==> config.mk <==
export PLATFORM = sky130hd
export DESIGN_NAME = echo_pulse_distance_meter
export DESIGN_NICKNAME = d
export VERILOG_FILES = /design/src/hw/rtl/epdm_pkg.sv /design/src/hw/rtl/epdm_ctrl.sv /design/src/hw/rtl/epdm_datapath.sv /design/src/hw/rtl/echo_pulse_distance_meter.sv
export VERILOG_INCLUDE_DIRS = /design/src /design/src/hw/rtl
export SDC_FILE = /design/constraint.sdc
export NUM_CORES = 1
export LEC_CHECK = 0
export ABC_AREA = 0
export BUFFER_PORTS_ARGS = -buffer_cell sky130_fd_sc_hd__buf_2
export CORE_AREA = 4 4 143 145
export CTS_BUF_LIST = sky130_fd_sc_hd__clkbuf_8
export DETAILED_ROUTE_END_ITERATION = 6
export DIE_AREA = 0 0 147 149
export PLACE_DENSITY = 0.84
export SYNTH_ARGS = -nofsm -noshare
export SYNTH_HDL_FRONTEND = slang
export SYNTH_SLANG_ARGS = --single-unit
==> constraint.sdc <==
create_clock -name clock -period 12.3 [get_ports clock]
set_input_delay 0 -clock clock [delete_from_list [all_inputs] [get_ports clock]]
set_output_delay 0 -clock clock [all_outputs]
set_load 0.1 [all_outputs]
==> src/hw/rtl/echo_pulse_distance_meter_assert.svh <==
// Assertion macros of the echo pulse distance meter RTL.
`ifndef ECHO_PULSE_DISTANCE_METER_ASSERT_SVH
`define ECHO_PULSE_DISTANCE_METER_ASSERT_SVH

// Clocked assertion, switched off while reset is high.
`define EPDM_ASSERT(label, clk, rst, prop, msg) \
   label: assert property (@(posedge clk) disable iff (rst) prop) else $error(msg);

// Clocked assertion that also holds through reset.
`define EPDM_ASSERT_ALWAYS(label, clk, prop, msg) \
   label: assert property (@(posedge clk) prop) else $error(msg);

`endif

==> src/hw/rtl/epdm_pkg.sv <==
// Shared types and codes of the echo pulse distance meter.
`default_nettype none
package epdm_pkg;

   // operation codes of an input item
   localparam logic [1:0] OP_ARM     = 2'd0;
   localparam logic [1:0] OP_CAPTURE = 2'd1;
   localparam logic [1:0] OP_ABORT   = 2'd2;

   // result status codes
   localparam logic [1:0] ST_NONE      = 2'd0;
   localparam logic [1:0] ST_WAIT_FALL = 2'd1;
   localparam logic [1:0] ST_READY     = 2'd2;
   localparam logic [1:0] ST_TIMEOUT   = 2'd3;

   // measurement phases
   localparam logic [1:0] PH_IDLE = 2'd0;
   localparam logic [1:0] PH_RISE = 2'd1;
   localparam logic [1:0] PH_FALL = 2'd2;
   localparam logic [1:0] PH_DONE = 2'd3;

   localparam int unsigned TICK_W  = 32;
   localparam int unsigned DIST_W  = 16;
   localparam int unsigned STEP_W  = 5;
   localparam logic [STEP_W-1:0] LAST_STEP = STEP_W'(TICK_W - 1);

   localparam logic [DIST_W-1:0] DIVISOR_RESET = 16'd58;
   localparam logic [DIST_W-1:0] DIST_SAT      = 16'hFFFF;

   typedef struct packed {
      logic take;      // input transfer this cycle
      logic div_step;  // one quotient bit
      logic div_last;  // final quotient bit
      logic load_out;  // move result into output register
   } ctrl_cmd_type;

   typedef struct packed {
      logic needs_div; // offered item is a falling-edge capture
   } dp_status_type;

endpackage
`default_nettype wire

==> src/hw/rtl/epdm_ctrl.sv <==
// Sequencer of the echo pulse distance meter: handshakes and divide control.
`default_nettype none
`include "echo_pulse_distance_meter_assert.svh"
module epdm_ctrl
   import epdm_pkg::*;
(
   input  wire logic          clock,
   input  wire logic          reset,
   input  wire logic          req_valid,
   input  wire logic          rsp_stall,
   input  wire dp_status_type status,
   output logic               req_stall,
   output logic               rsp_valid,
   output ctrl_cmd_type       cmd
);

   localparam logic [1:0] S_IDLE = 2'd0;
   localparam logic [1:0] S_DIV  = 2'd1;
   localparam logic [1:0] S_HOLD = 2'd2;

   logic [1:0]        state_ff, state_in;
   logic [STEP_W-1:0] step_ff, step_in;
   logic              rsp_valid_ff, rsp_valid_in;
   logic              out_free;

   assign out_free  = !rsp_valid_ff || !rsp_stall;
   assign req_stall = (state_ff != S_IDLE);
   assign rsp_valid = rsp_valid_ff;

   always_comb begin
      state_in     = state_ff;
      step_in      = step_ff;
      cmd          = '0;
      case (state_ff)
         S_IDLE: begin
            if (req_valid) begin
               cmd.take = 1'b1;
               step_in  = '0;
               state_in = status.needs_div ? S_DIV : S_HOLD;
            end
         end
         S_DIV: begin
            cmd.div_step = 1'b1;
            step_in      = step_ff + 1'b1;
            if (step_ff == LAST_STEP) begin
               cmd.div_last = 1'b1;
               state_in     = S_HOLD;
            end
         end
         S_HOLD: begin
            // wait until the output register can take the result
            if (out_free) begin
               cmd.load_out = 1'b1;
               state_in     = S_IDLE;
            end
         end
         default: begin
            state_in = S_IDLE;
         end
      endcase
      rsp_valid_in = cmd.load_out || (rsp_valid_ff && rsp_stall);
   end

   always_ff @(posedge clock) begin
      if (reset) begin
         state_ff     <= S_IDLE;
         step_ff      <= '0;
         rsp_valid_ff <= 1'b0;
      end else begin
         state_ff     <= state_in;
         step_ff      <= step_in;
         rsp_valid_ff <= rsp_valid_in;
      end
   end

   `EPDM_ASSERT(a_no_overwrite, clock, reset, cmd.load_out |-> out_free, "result overwritten")
   `EPDM_ASSERT(a_div_start, clock, reset, (cmd.take && status.needs_div) |=> (state_ff == S_DIV && step_ff == '0), "divide did not start")
   `EPDM_ASSERT(a_div_end, clock, reset, cmd.div_last |=> (state_ff == S_HOLD), "divide did not finish")
   `EPDM_ASSERT(a_div_stays, clock, reset, (state_ff == S_DIV) |=> (state_ff == S_DIV || state_ff == S_HOLD), "divide left early")

endmodule
`default_nettype wire

==> src/hw/rtl/epdm_datapath.sv <==
// Datapath of the echo pulse distance meter: measurement state, width, divider, result.
`default_nettype none
module epdm_datapath
   import epdm_pkg::*;
(
   input  wire logic               clock,
   input  wire logic               reset,
   input  wire logic               csr_wr_en,
   input  wire logic [DIST_W-1:0]  csr_wr_data,
   input  wire logic [1:0]         req_operation,
   input  wire logic [2:0]         req_timer_id,
   input  wire logic [1:0]         req_channel,
   input  wire logic               req_wide_counter,
   input  wire logic [TICK_W-1:0]  req_capture_value,
   input  wire ctrl_cmd_type       cmd,
   output dp_status_type           status,
   output logic [1:0]              rsp_status,
   output logic [TICK_W-1:0]       rsp_pulse_ticks,
   output logic [DIST_W-1:0]       rsp_distance_cm
);

   // measurement state
   logic [DIST_W-1:0] divisor_ff;
   logic [1:0]        phase_ff, phase_in;
   logic [2:0]        timer_ff, timer_in;
   logic [1:0]        chan_ff, chan_in;
   logic              wide_ff, wide_in;
   logic [TICK_W-1:0] rise_ff, rise_in;

   // pending result
   logic [1:0]        res_status_ff, res_status_in;
   logic [TICK_W-1:0] res_ticks_ff, res_ticks_in;
   logic [DIST_W-1:0] res_dist_ff, res_dist_in;

   // divider: dividend shifts out as quotient shifts in
   logic [TICK_W-1:0] dvd_ff, dvd_in;
   logic [DIST_W-1:0] rem_ff, rem_in;
   logic [DIST_W:0]   trial;
   logic [DIST_W:0]   trial_diff;
   logic              trial_ge;

   // output register payload
   logic [1:0]        rsp_status_ff;
   logic [TICK_W-1:0] rsp_ticks_ff;
   logic [DIST_W-1:0] rsp_dist_ff;

   logic              match;
   logic [TICK_W-1:0] cap_sel;
   logic [TICK_W-1:0] width;
   logic [DIST_W-1:0] width_narrow;

   assign match = (req_operation == OP_CAPTURE) && (req_timer_id == timer_ff)
                  && (req_channel == chan_ff);
   assign cap_sel = wide_ff ? req_capture_value
                            : {{(TICK_W-DIST_W){1'b0}}, req_capture_value[DIST_W-1:0]};
   assign width_narrow = req_capture_value[DIST_W-1:0] - rise_ff[DIST_W-1:0];
   assign width = wide_ff ? (req_capture_value - rise_ff)
                          : {{(TICK_W-DIST_W){1'b0}}, width_narrow};

   assign status.needs_div = match && (phase_ff == PH_FALL);

   assign trial      = {rem_ff, dvd_ff[TICK_W-1]};
   assign trial_ge   = (trial >= {1'b0, divisor_ff});
   assign trial_diff = trial - {1'b0, divisor_ff};

   always_comb begin
      phase_in      = phase_ff;
      timer_in      = timer_ff;
      chan_in       = chan_ff;
      wide_in       = wide_ff;
      rise_in       = rise_ff;
      res_status_in = res_status_ff;
      res_ticks_in  = res_ticks_ff;
      res_dist_in   = res_dist_ff;
      dvd_in        = dvd_ff;
      rem_in        = rem_ff;

      if (cmd.take) begin
         res_status_in = ST_NONE;
         res_ticks_in  = '0;
         res_dist_in   = '0;
         case (req_operation)
            OP_ARM: begin
               timer_in = req_timer_id;
               chan_in  = req_channel;
               wide_in  = req_wide_counter;
               phase_in = PH_RISE;
            end
            OP_ABORT: begin
               phase_in      = PH_IDLE;
               res_status_in = ST_TIMEOUT;
            end
            OP_CAPTURE: begin
               if (match && phase_ff == PH_RISE) begin
                  rise_in       = cap_sel;
                  phase_in      = PH_FALL;
                  res_status_in = ST_WAIT_FALL;
               end else if (match && phase_ff == PH_FALL) begin
                  phase_in      = PH_DONE;
                  res_status_in = ST_READY;
                  res_ticks_in  = width;
                  dvd_in        = width;
                  rem_in        = '0;
               end
            end
            default: begin
               res_status_in = ST_NONE;
            end
         endcase
      end

      if (cmd.div_step) begin
         rem_in = trial_ge ? trial_diff[DIST_W-1:0] : trial[DIST_W-1:0];
         dvd_in = {dvd_ff[TICK_W-2:0], trial_ge};
         if (cmd.div_last) begin
            // saturate quotient to the distance range
            res_dist_in = (|dvd_in[TICK_W-1:DIST_W]) ? DIST_SAT : dvd_in[DIST_W-1:0];
         end
      end
   end

   always_ff @(posedge clock) begin
      if (reset) begin
         divisor_ff <= DIVISOR_RESET;
         phase_ff   <= PH_IDLE;
         timer_ff   <= '0;
         chan_ff    <= '0;
         wide_ff    <= 1'b0;
         rise_ff    <= '0;
      end else begin
         if (csr_wr_en) begin
            divisor_ff <= csr_wr_data;
         end
         phase_ff <= phase_in;
         timer_ff <= timer_in;
         chan_ff  <= chan_in;
         wide_ff  <= wide_in;
         rise_ff  <= rise_in;
      end
   end

   always_ff @(posedge clock) begin
      res_status_ff <= res_status_in;
      res_ticks_ff  <= res_ticks_in;
      res_dist_ff   <= res_dist_in;
      dvd_ff        <= dvd_in;
      rem_ff        <= rem_in;
      if (cmd.load_out) begin
         rsp_status_ff <= res_status_ff;
         rsp_ticks_ff  <= res_ticks_ff;
         rsp_dist_ff   <= res_dist_ff;
      end
   end

   assign rsp_status      = rsp_status_ff;
   assign rsp_pulse_ticks = rsp_ticks_ff;
   assign rsp_distance_cm = rsp_dist_ff;

endmodule
`default_nettype wire

==> src/hw/rtl/echo_pulse_distance_meter.sv <==
// Top level of the echo pulse distance meter.
`default_nettype none
// Times one ultrasonic echo at a time and answers every input transfer with exactly one
// result. Arm, abort, rising-edge and ignored captures go into the pending result
// register at the transfer and move from the hold state into the output register once
// that register is free, which also opens the input again. A falling-edge capture first
// runs the bit-serial divider, forming one quotient bit per cycle over the 32-bit pulse
// width, before its hold state. One item is in work at a time; a finished
// result waits in the output register, and the next item is taken while it waits. That
// item's result then holds, with the input stalled, until the output register is free.
// distance_divisor resets to 58 and a divisor of zero reports distance 65535.
module echo_pulse_distance_meter
   import epdm_pkg::*;
(
   input  wire logic               clock,
   input  wire logic               reset,
   input  wire logic               csr_wr_en,
   input  wire logic [DIST_W-1:0]  csr_wr_data,
   input  wire logic               req_valid,
   output logic                    req_stall,
   input  wire logic [1:0]         req_operation,
   input  wire logic [2:0]         req_timer_id,
   input  wire logic [1:0]         req_channel,
   input  wire logic               req_wide_counter,
   input  wire logic [TICK_W-1:0]  req_capture_value,
   output logic                    rsp_valid,
   input  wire logic               rsp_stall,
   output logic [1:0]              rsp_status,
   output logic [TICK_W-1:0]       rsp_pulse_ticks,
   output logic [DIST_W-1:0]       rsp_distance_cm
);

   ctrl_cmd_type  cmd;
   dp_status_type status;

   epdm_ctrl u_ctrl (
      .clock     (clock),
      .reset     (reset),
      .req_valid (req_valid),
      .rsp_stall (rsp_stall),
      .status    (status),
      .req_stall (req_stall),
      .rsp_valid (rsp_valid),
      .cmd       (cmd)
   );

   epdm_datapath u_datapath (
      .clock             (clock),
      .reset             (reset),
      .csr_wr_en         (csr_wr_en),
      .csr_wr_data       (csr_wr_data),
      .req_operation     (req_operation),
      .req_timer_id      (req_timer_id),
      .req_channel       (req_channel),
      .req_wide_counter  (req_wide_counter),
      .req_capture_value (req_capture_value),
      .cmd               (cmd),
      .status            (status),
      .rsp_status        (rsp_status),
      .rsp_pulse_ticks   (rsp_pulse_ticks),
      .rsp_distance_cm   (rsp_distance_cm)
   );

endmodule
`default_nettype wire

==> summary.md, run 1 <==
| Metric | Value |
|---|---|
| Status | finished with violations |
| Violated checks | design-rule violations |
| Global-route wire length before repair | 39.42 mm |
| CP arrival | 3.54 ns |
| PD cells | 128.8 nW/um2 |
| Post-CTS sizing | 0 |
| Max-capacitance violation count | 0 |
| Pre-antenna DRT Iters | 7 |
| Mapped Nets | about 1200 |
| Worst setup EP type | flop |
| GR Util All Layers | 21.92% |
| Reg power frac | just under 50% |
| Setup Fix Bufs, Post-CTS | 0 |
| Final period util | between 20% and 30% |
| Most frequent cells in the layout | 151 x nand2_1, 132 x edfxtp_1, 112 x buf_2 |
| Reg-to-reg endpoint | u_datapath.res_dist_ff[7]$_DFF_P_ |
| Total CTS buffers | 36 |
| Synthesized flop and latch total | roughly 210 |
| WS Path Type | flop to flop |
| Final Hold Viols | 0 |
| GRT Residual Overflow | 0 |
| Slew Viols, Final | 0 |
| Post-synth EDFFs | roughly 130 |
| Die Wd | 147 um |
| Post-layout power | between 1.5 and 2 mW |
| LEAKAGE | 4.817 nW |
| Share of cells above drive strength 1 | 14.80% |
| Seq/Total Area, Yosys | 53.45% |
| Sequential cell area | approximately 5600 um2 |
| Placeable Area | ~19000 um2 |
| # H-tree levels | 2 |
| Multi-input gate area | 4441 um2 |
| Skew-Pair Late Insertion Delay | between 0.5 and 0.6 ns |
| Clock transition at the registers of the reported paths | 0.06 ns |
| R2R depth | 6 |
| DRC viols | 1 |
| CP max FO | 54 |
| Wire per inst | 16.10 um |
| Avg Vias per Cell | 5.483 |
| RSZ-0062 raised after global routing | no |
| Pint | around 1.2 mW |
| RR Startpoint | u_ctrl.state_ff[0]$_SDFFE_PP0P_ |
| Worst Hold Class | primary input to flop |
| 1st-iter DRT viols | about 630 |
| Gpl congestion | 0.9082 |
| N_diodes | 0 |
| CTS tree | built |
| Mapped Cells | 1047 |
| Cell taking the most area after synthesis | edfxtp_1 |
| Vias | between 8000 and 9000 |
| Detail Route Antenna Nets | 0 |
| Ys async rst share | 0% |
| Initial antenna violation count | 0 |
| Mapped Area | 10410 um2 |
| Comb power frac | 13.1% |
| P&R area growth vs syn | 20.80% |
| Flop-to-flop setup slack | 9.14 ns |
| Net Sw Power | 433.8 uW |
| Row count | 51 |
| Synth warn | 0 |
| Post-DP HPWL | between 15 and 20 mm |
| Setup TNS | 0 ns |
| Pin count of the biggest net entering global routing | 61 |
| Die H | between 100 and 150 um |
| Clk buf depth | 3 |
| CTS sink cnt | 212 |
| IO Port Bufs | ~110 |
| Critical path launch point type | flop |
| Die footprint | 21900 um2 |
| Crit path time final | between 3 and 4 ns |
| Max Freq | 316.3 MHz |
| IO Pins | around 110 |
| Synth top area cells | edfxtp_1 38%, dfxtp_1 15%, ha_1 6.2%, nand2_1 5.4%, a21oi_1 5.0% |
| Worst Hold Path EP | u_datapath.divisor_ff[4]$_SDFFE_PP1P_ |
| Final setup viols | 0 |
| Sw Share | 26.77% |
| Worst relative slew slack | 29.44% |
| Post-Route Skew | between 0.03 and 0.04 ns |
| Leading cell type in the layout, fill and taps excluded | nand2_1 |
| Starting Density | 54.21% |
| Worst Hold Depth | 3 |
| Filler instances | 1469 |
| Number of global-route vias before repair | 8050 |
| Top-area cell type share of the netlist area | 38.07% |
| Crit path required time | between 10 and 15 ns |
| Post-synth cell types | 63 |
| HP Start | csr_wr_en |
| Top_reg_cell synth | edfxtp_1 |
| Root Buffer | clkbuf_8 |
| Mapped Avg Cell Area | 9.945 um2 |
| Worst vdd ir | about 73 uV |
| Worst slew pin tran | 1.056 ns |
| Clk pwr share | 38.8% |
| Final #Nets | 1337 |
| Final wirelength | about 24 mm |
-- worst max-delay path: stages, from the launching register on --
cell,delay [ns]
dfxtp_1,0.40
nor2b_4,0.88
nand2_1,0.61
nor2_1,0.23
nand4_1,0.52
nor2_1,0.31
a21oi_1,0.07
-- final cells by class --
| class | count | share of cell area (%) |
|---|---|---|
| flip-flops and latches | 212 | 44.25 |
| multi-input cells | 719 | 35.30 |
| repair buffers | 184 | 10.01 |
| clock buffers | 40 | 4.377 |
| well taps | 265 | 2.636 |
| inverters | 69 | 2.059 |
| clock inverters | 26 | 1.373 |
-- layer usage --
layer / GRT usage, % / wire length [um]
met4: 8.621 / 709
met5: 0 / 0
met1: 27.82 / 10330
met2: 37.24 / 11740
met3: 4.345 / 1611
-- cell usage after synthesis, drive strengths merged (3+ instances only) --
master     n
o31a       3
a211oi     6
or4        4
a21o      14
o41ai      4
and3       5
a21boi     5
buf        9
nor2     103
nand4      6
o211ai     8
o2111ai    3
nand2    151
and2      11
clkbuf    38
o21bai     6
xor2      13
nand2b     7
dfxtp     80
a31o       4
o31ai      5
edfxtp   132
nor3      13
inv       69
a31oi      7
nor4       5
o21ai     47
nand3     31
nor2b      8
ha        52
mux2i     26
xnor2     33
o21a       8
a21oi    105
a211o      3
-- per-stage QoR --
step	cell area (um2)	utilization, %	worst slack (ns)	std cells	hold slack, ns
6_report	12580	65.49	9.139	1515	0.03217
2_1_floorplan	10410	-	7.171	1047	0.1304
5_1_grt	12580	65.49	8.781	1515	0.02606
4_1_cts	12580	65.49	9.190	1515	0.01313
3_5_place_dp	11220	58.44	9.186	1386	0.2226
3_3_place_gp	11220	58.44	9.308	1386	0.2177
-- cells by family after synthesis --
| group | count (synthesis) | share of synthesized area, % |
|---|---|---|
| DFF | 212 | 53.45 |
| xor gates and xnor gates | 46 | 3.869 |
| adders and majority gates | 54 | 6.633 |
| AOI/OAI and AO/OA | 239 | 14.32 |
| muxes | 26 | 2.499 |
| and+or+nand+nor | 354 | 14.89 |
| buffers and inverters | 116 | 4.338 |
-- repair_timing --
item                       CTS  global route
hold endpoints to repair    58             0
setup endpoints to repair    0             0
hold buffers                63             0
-- power by group through the flow --
stage	Clock (mW)	Combinational (mW)	Sequential [mW]
floorplan	0	0.0972	0.842
global placement	0	0.188	0.794
detailed placement	0	0.192	0.794
CTS	0.642	0.209	0.779
global route	0.677	0.227	0.781
finish	0.629	0.212	0.779
-- state kept, by name (all words and copies together) (netlist names), 2 cells and up --
name / flops
u_datapath.dvd_ff: 32
u_datapath.res_ticks_ff: 32
u_datapath.rise_ff: 32
u_datapath.rsp_pulse_ticks: 32
u_datapath.divisor_ff: 16
u_datapath.rem_ff: 16
u_datapath.res_dist_ff: 16
u_datapath.rsp_distance_cm: 16
u_ctrl.step_ff: 5
u_datapath.timer_ff: 3
u_ctrl.state_ff: 2
u_datapath.chan_ff: 2
u_datapath.phase_ff: 2
u_datapath.res_status_ff: 2
u_datapath.rsp_status: 2
-- worst max-delay path by stage --
| stage | from | end | slack [ns] | cells after the start |
|---|---|---|---|---|
| final | u_ctrl.state_ff[0]$_SDFFE_PP0P_ | u_datapath.res_dist_ff[7]$_DFF_P_ | 9.14 | 6 |
| after global routing | u_ctrl.state_ff[0]$_SDFFE_PP0P_ | u_datapath.res_dist_ff[7]$_DFF_P_ | 8.78 | 6 |
| after CTS | u_datapath.rem_ff[9]$_SDFFCE_PN0P_ | u_datapath.rem_ff[2]$_SDFFCE_PN0P_ | 9.19 | 10 |
| after detailed placement | u_ctrl.state_ff[0]$_SDFFE_PP0P_ | u_datapath.res_dist_ff[15]$_DFF_P_ | 9.19 | 6 |
| after global placement | u_datapath.rem_ff[9]$_SDFFCE_PN0P_ | u_datapath.rem_ff[13]$_SDFFCE_PN0P_ | 9.31 | 10 |
| after floorplan | u_datapath.timer_ff[1]$_SDFFE_PP0P_ | u_datapath.dvd_ff[0]$_DFFE_PP_ | 7.17 | 6 |
Note: power is estimated with default switching activity, not from simulation.
==> run 2: changes to the inputs <==
==> constraint.sdc (replaced) <==
create_clock -name clock -period 2.96 [get_ports clock]
set_input_delay 0 -clock clock [delete_from_list [all_inputs] [get_ports clock]]
set_output_delay 0 -clock clock [all_outputs]
set_load 0.1 [all_outputs]
==> run 2 against run 1 <==
  * The flow now finishes without violations
  * First-iteration DRC count up 0.80%
  * Combinational power rose to 4.3 times the previous value
  * Sequential share of layout area down 0.64 points
  * Via count up 1.2%
  * Maximum frequency up 11%
  * Non-clock buffer count up 22
  * Die area unchanged
  * Wire length up 0.49%
  * Sequential power rose to 4.1 times the previous value
==> summary.md, run 2 (synthesis gave the netlist of run 1 again) <==
| Metric | Value |
|---|---|
| Vias | about 8400 |
| Cell family with most CP delay | simple AND/OR/NAND/NOR gates |
| GR Util All Layers | 22.01% |
| Final setup viols | 0 |
| Slew Viols, Final | 0 |
| Worst path bufs/invs | 0 |
| IO Pins | 113 |
| Comb power frac | 13.6% |
| Post-layout power | roughly 6.7 mW |
| WS Path Type | flop to flop |
| Slowest stage delay, CP | 0.49 ns |
| Die footprint | 21900 um2 |
| GRT Residual Overflow | 0 |
| Net Sw Power | 1.778 mW |
| Crit path time final | 2.849 ns |
| DRC viols | 0 |
| Pre-antenna DRT Iters | 5 |
| Gpl congestion | 0.9246 |
| CTS tree | built |
| Worst setup EP type | flop |
| Critical Path Slowest Stage Cell | or4_4 |
| 1st-iter DRT viols | 632 |
| Avg Vias per Cell | 5.476 |
| Final WS setup | 0.1111 ns |
| Detail Route Antenna Nets | 0 |
| N_diodes | 0 |
| Global-route wire length before repair | 39.70 mm |
| Number of global-route vias before repair | 8337 |
| Worst vdd ir | 545.9 uV |
| Initial antenna violation count | 0 |
| Leading cell type in the layout, fill and taps excluded | nand2_1 |
| Critical-path cell list | ha_2 -> fa_2 -> and2b_1 -> o2111ai_2 -> a21oi_2 -> nor3b_1 -> o211a_1 -> or4_4 -> and3_1 -> o41ai_2 |
| Final Hold Viols | 0 |
| CP max FO | 2 |
| Final #Nets | about 1400 |
| Dpl ws | -0.001234 ns |
| Reg power frac | 48.4% |
| Max Freq | 351.0 MHz |
| Row count | 51 |
| IO Port Bufs | 112 |
| Crit path required time | 3.30 ns |
| Final period util | roughly 96% |
| CP arrival | 3.19 ns |
| Total CTS buffers | 35 |
| Die H | 149 um |
| Pin count of the biggest net entering global routing | between 50 and 60 |
| Pint | 4.906 mW |
| Final wirelength | between 20 and 25 mm |
| Filler instances | 1438 |
| Critical path launch point type | flop |
| Worst Hold Class | primary input to flop |
| P&R area growth vs syn | 22.58% |
| Die Wd | 147 um |
| Clock transition at the registers of the reported paths | 0.06 ns |
| PD cells | 523.7 nW/um2 |
| Worst slew pin tran | around 0.8 ns |
| Placeable Area | 19210 um2 |
| # H-tree levels | 2 |
| Share of cells above drive strength 1 | 16.14% |
| Most frequent cells in the layout | 151 x nand2_1, 132 x edfxtp_1, 112 x buf_2 |
| Skew-Pair Late Insertion Delay | 0.53 ns |
| Sw Share | a little over a quarter |
| Clk buf depth | 3 |
| Post-DP HPWL | 16.56 mm |
| Clk pwr share | 38.0% |
| WHS | about 0.033 ns |
| Status | complete, no violations |
| CTS sink cnt | 212 |
| Starting Density | 54.21% |
| LEAKAGE | 4.901 nW |
| Max-capacitance violation count | 0 |
| Worst relative slew slack | a little under half |
| Root Buffer | clkbuf_8 |
| Wire per inst | roughly 16 um |
| Post-Route Skew | around 0.015 ns |
run 2: worst reg2reg max path: stages, from the launching register on:
cell       delay [ns]
dfxtp_1          0.32
ha_2             0.19
fa_2             0.36
and2b_1          0.23
o2111ai_2        0.14
a21oi_2          0.20
nor3b_1          0.09
o211a_1          0.25
or4_4            0.49
and3_1           0.22
o41ai_2          0.19
run 2: cell type report:
type | count | area, um2 | area share, %
Sequential cell | 212 | 5565 | 43.60
Multi-Input combinational cell | 719 | 4472 | 35.04
Timing Repair Buffer | 206 | 1439 | 11.27
Clock buffer | 39 | 536.8 | 4.205
Tap cell | 265 | 331.6 | 2.598
Inverter | 69 | 259.0 | 2.029
Clock inverter | 25 | 160.2 | 1.255
run 2: metal layers:
layer	vias up	GRT usage (%)	wire, um
met5	-	0	0
met4	0	9.180	832
met3	65	4.527	1555
met2	323	38.79	12160
met1	3942	26.41	9960
li1	4075	-	-
run 2: power groups by stage:
| stage | Combinational (mW) | Clock, mW | Sequential (mW) |
|---|---|---|---|
| global placement | 0.799 | 0 | 3.29 |
| floorplan | 0.405 | 0 | 3.50 |
| global route | 0.978 | 2.73 | 3.24 |
| finish | 0.910 | 2.54 | 3.23 |
| detailed placement | 0.813 | 0 | 3.30 |
| CTS | 0.891 | 2.59 | 3.23 |
run 2: stage by stage:
stage	TNS (ns)	utilization (%)	std cells	cell area, um2
detailed placement	-0.001234	58.99	1400	11330
finish	0	66.45	1535	12760
global placement	0	58.99	1400	11330
CTS	0	66.30	1533	12730
floorplan	0	-	1047	10420
global route	-0.02845	66.45	1535	12760
run 2: worst paths after layout:
kind | startpoint | to | slack (ns) | cells after the start
worst min register to register | u_datapath.res_ticks_ff[29]$_SDFFCE_PP0P_ | u_datapath.rsp_pulse_ticks[29]$_DFFE_PP_ | 0.41 | 0
worst max register to register | u_datapath.rise_ff[0]$_SDFFE_PP0P_ | u_datapath.dvd_ff[28]$_DFFE_PP_ | 0.11 | 10
worst min-delay path | csr_wr_en | u_datapath.divisor_ff[5]$_SDFFE_PP1P_ | 0.03 | 2
worst max-delay path | u_datapath.rise_ff[0]$_SDFFE_PP0P_ | u_datapath.dvd_ff[28]$_DFFE_PP_ | 0.11 | 10
run 2: timing repair:
action | 4_1_cts | 5_1_grt
resized for setup | 3 | 4
hold buffers | 69 | 0
pin swaps | 1 | 2
endpoints found under the hold margin | 61 | 0
setup buffers | 0 | 2
endpoints found under the setup margin | 3 | 9
==> run 3: changes to the inputs <==
--- a/config.mk
+++ b/config.mk
@@ -8,10 +8,10 @@
 export LEC_CHECK = 0
 export ABC_AREA = 0
 export BUFFER_PORTS_ARGS = -buffer_cell sky130_fd_sc_hd__buf_2
-export CORE_AREA = 4 4 143 145
-export CTS_BUF_LIST = sky130_fd_sc_hd__clkbuf_8
+export CAP_MARGIN = 20
+export CORE_AREA = 3 3 142 144
 export DETAILED_ROUTE_END_ITERATION = 6
-export DIE_AREA = 0 0 147 149
+export DIE_AREA = 0 0 145 147
 export PLACE_DENSITY = 0.84
 export SYNTH_ARGS = -nofsm -noshare
 export SYNTH_HDL_FRONTEND = slang
==> run 3 against run 2 <==
  * Cell count down 2.6%
  * Worst hold slack better by 0.012 ns
  * Critical path depth did not move
  * Clock power is 11% higher
  * Largest power group unchanged
==> summary.md, run 3 (synthesis gave the netlist of run 1 again) <==
| Metric | Value |
|---|---|
| Total CTS buffers | 22 |
| Share of cells above drive strength 1 | between 10% and 20% |
| Detail Route Antenna Nets | 0 |
| Row count | 50 |
| Pint | 5.206 mW |
| GRT Residual Overflow | 0 |
| Post-Route Skew | 0.02968 ns |
| Slowest stage delay, CP | 0.49 ns |
| Worst setup EP type | flop |
| Die Wd | 145 um |
| Number of global-route vias before repair | 7998 |
| Comb power frac | roughly an eighth |
| Post-DP HPWL | 16.26 mm |
| Wire per inst | about 17 um |
| Sw Share | approximately 25% |
| Post-Layout Inst Area | 12750 um2 |
| LEAKAGE | roughly 4.8 nW |
| Critical Path Slowest Stage Cell | or4_4 |
| IO Pins | 113 |
| IO Port Bufs | 112 |
| Worst slew pin tran | approximately 0.85 ns |
| Placeable Area | 18830 um2 |
| Leading cell type in the layout, fill and taps excluded | nand2_1 |
| Crit path required time | approximately 3.3 ns |
| Final period util | between 90% and 100% |
| 1st-iter DRT viols | 633 |
| Skew-Pair Late Insertion Delay | 0.51 ns |
| CP max FO | 2 |
| Post-layout power | about 7 mW |
| Die footprint | 21320 um2 |
| Die H | 147 um |
| Clk pwr share | 40.6% |
| CTS sink cnt | about 210 |
| Avg Vias per Cell | 5.552 |
| Worst relative slew slack | 43.03% |
| Max-capacitance violation count | 0 |
| Critical-path cell list | ha_1 -> fa_2 -> and2b_1 -> o2111ai_2 -> a21oi_2 -> nor3b_1 -> o211a_1 -> or4_4 -> and3_4 -> o41ai_2 |
| Clock transition at the registers of the reported paths | 0.07 ns |
| DRC viols | 0 |
| Gpl congestion | 0.9162 |
| Worst Hold Class | primary input to flop |
| Initial antenna violation count | 1 |
| PD cells | 546.5 nW/um2 |
| Net Sw Power | 1.762 mW |
| Worst vdd ir | 399.2 uV |
| Root Buffer | clkbuf_16 |
| Setup TNS | 0 ns |
| Pre-antenna DRT Iters | 5 |
| Crit path time final | 2.896 ns |
| WS Path Type | flop to flop |
| Slew Viols, Final | 0 |
| Global-route wire length before repair | 39.41 mm |
| Final setup viols | 0 |
| CTS tree | built |
| Final #Nets | ~1300 |
| Most frequent cells in the layout | 151 x nand2_1, 132 x edfxtp_1, 112 x buf_2 |
| Final wirelength | 24.82 mm |
| GR Util All Layers | 22.10% |
| P&R area growth vs syn | 22.46% |
| Status | complete, no violations |
| Critical path launch point type | flop |
| Clk buf depth | 3 |
| Final core occ | 67.71% |
| Vias | slightly above 8000 |
| Reg power frac | between 40% and 50% |
| CP arrival | between 3 and 4 ns |
| Max Freq | 345.3 MHz |
| # H-tree levels | 1 |
| Dpl cell area | 11330 um2 |
| Starting Density | 55.30% |
| Final Hold Viols | 0 |
| Pin count of the biggest net entering global routing | 54 |
==> run 3: cell types whose count changed in the layout (fill, tap and decap cells not counted), sizes merged <==
cell / previous run / this run
bufinv: 2 / 3
inv: 79 / 69
diode: 0 / 2
dlygate4sd3: 69 / 56
clkbuf: 39 / 32
clkinv: 12 / 4
==> run 3: layout make-up <==
cell class / instances / area (um2)
antenna: 2 / 5.005
clock buffer: 32 / 608.1
clock inverter: 8 / 131.4
fill: 1361 / 6080
inverter: 69 / 259.0
multi-input combinational: 719 / 4548
sequential: 212 / 5565
tap: 260 / 325.3
timing repair buffer: 193 / 1309
==> run 3: stage by stage <==
| step | setup slack [ns] | hold WS (ns) | std cells |
|---|---|---|---|
| floorplan | 0.04553 | 0.1304 | 1047 |
| global placement | 0.1064 | 0.2189 | 1396 |
| detailed placement | 0.05791 | 0.2289 | 1396 |
| CTS | 0.01158 | 0.02374 | 1492 |
| global route | -0.02520 | 0.06471 | 1494 |
| finish | 0.06410 | 0.04505 | 1495 |
==> run 3: worst paths after layout <==
path | startpoint | to | slack [ns] | cells after the start
max | u_datapath.rise_ff[0]$_SDFFE_PP0P_ | u_datapath.dvd_ff[28]$_DFFE_PP_ | 0.06 | 10
min | csr_wr_en | u_datapath.divisor_ff[1]$_SDFFE_PP1P_ | 0.05 | 2
max reg2reg | u_datapath.rise_ff[0]$_SDFFE_PP0P_ | u_datapath.dvd_ff[28]$_DFFE_PP_ | 0.06 | 10
min reg2reg | u_datapath.res_ticks_ff[2]$_SDFFCE_PP0P_ | u_datapath.rsp_pulse_ticks[2]$_DFFE_PP_ | 0.40 | 0
==> run 3: layer usage <==
| metal | global-route usage (%) | vias up | part of all wire [%] |
|---|---|---|---|
| li1 | - | 4024 | - |
| met1 | 28.03 | 3908 | 41 |
| met2 | 39.15 | 310 | 50 |
| met3 | 3.146 | 58 | 6.0 |
| met4 | 7.458 | 0 | 2.4 |
| met5 | 0 | - | 0 |
==> run 3: repair_timing <==
item | in CTS | in global routing
hold buffers | 56 | 0
setup buffers | 0 | 1
endpoints found under the setup margin | 0 | 16
resized for setup | 0 | 18
hold endpoints to repair | 59 | 0
==> run 3: worst max-delay path, delay by kind of cell (launching register included) <==
kind,cells,cell delay (ns)
adders and majority gates,2,0.57
DFF,1,0.31
and+or+nand+nor,4,1.04
AOI/OAI and AO/OA,4,0.82
==> run 3: power by group through the flow <==
stage | registers [mW] | logic (mW) | clock network (mW)
floorplan | 3.50 | 0.405 | 0
detailed placement | 3.30 | 0.814 | 0
CTS | 3.23 | 0.880 | 2.86
global route | 3.24 | 0.974 | 2.99
finish | 3.23 | 0.909 | 2.83
global placement | 3.29 | 0.797 | 0
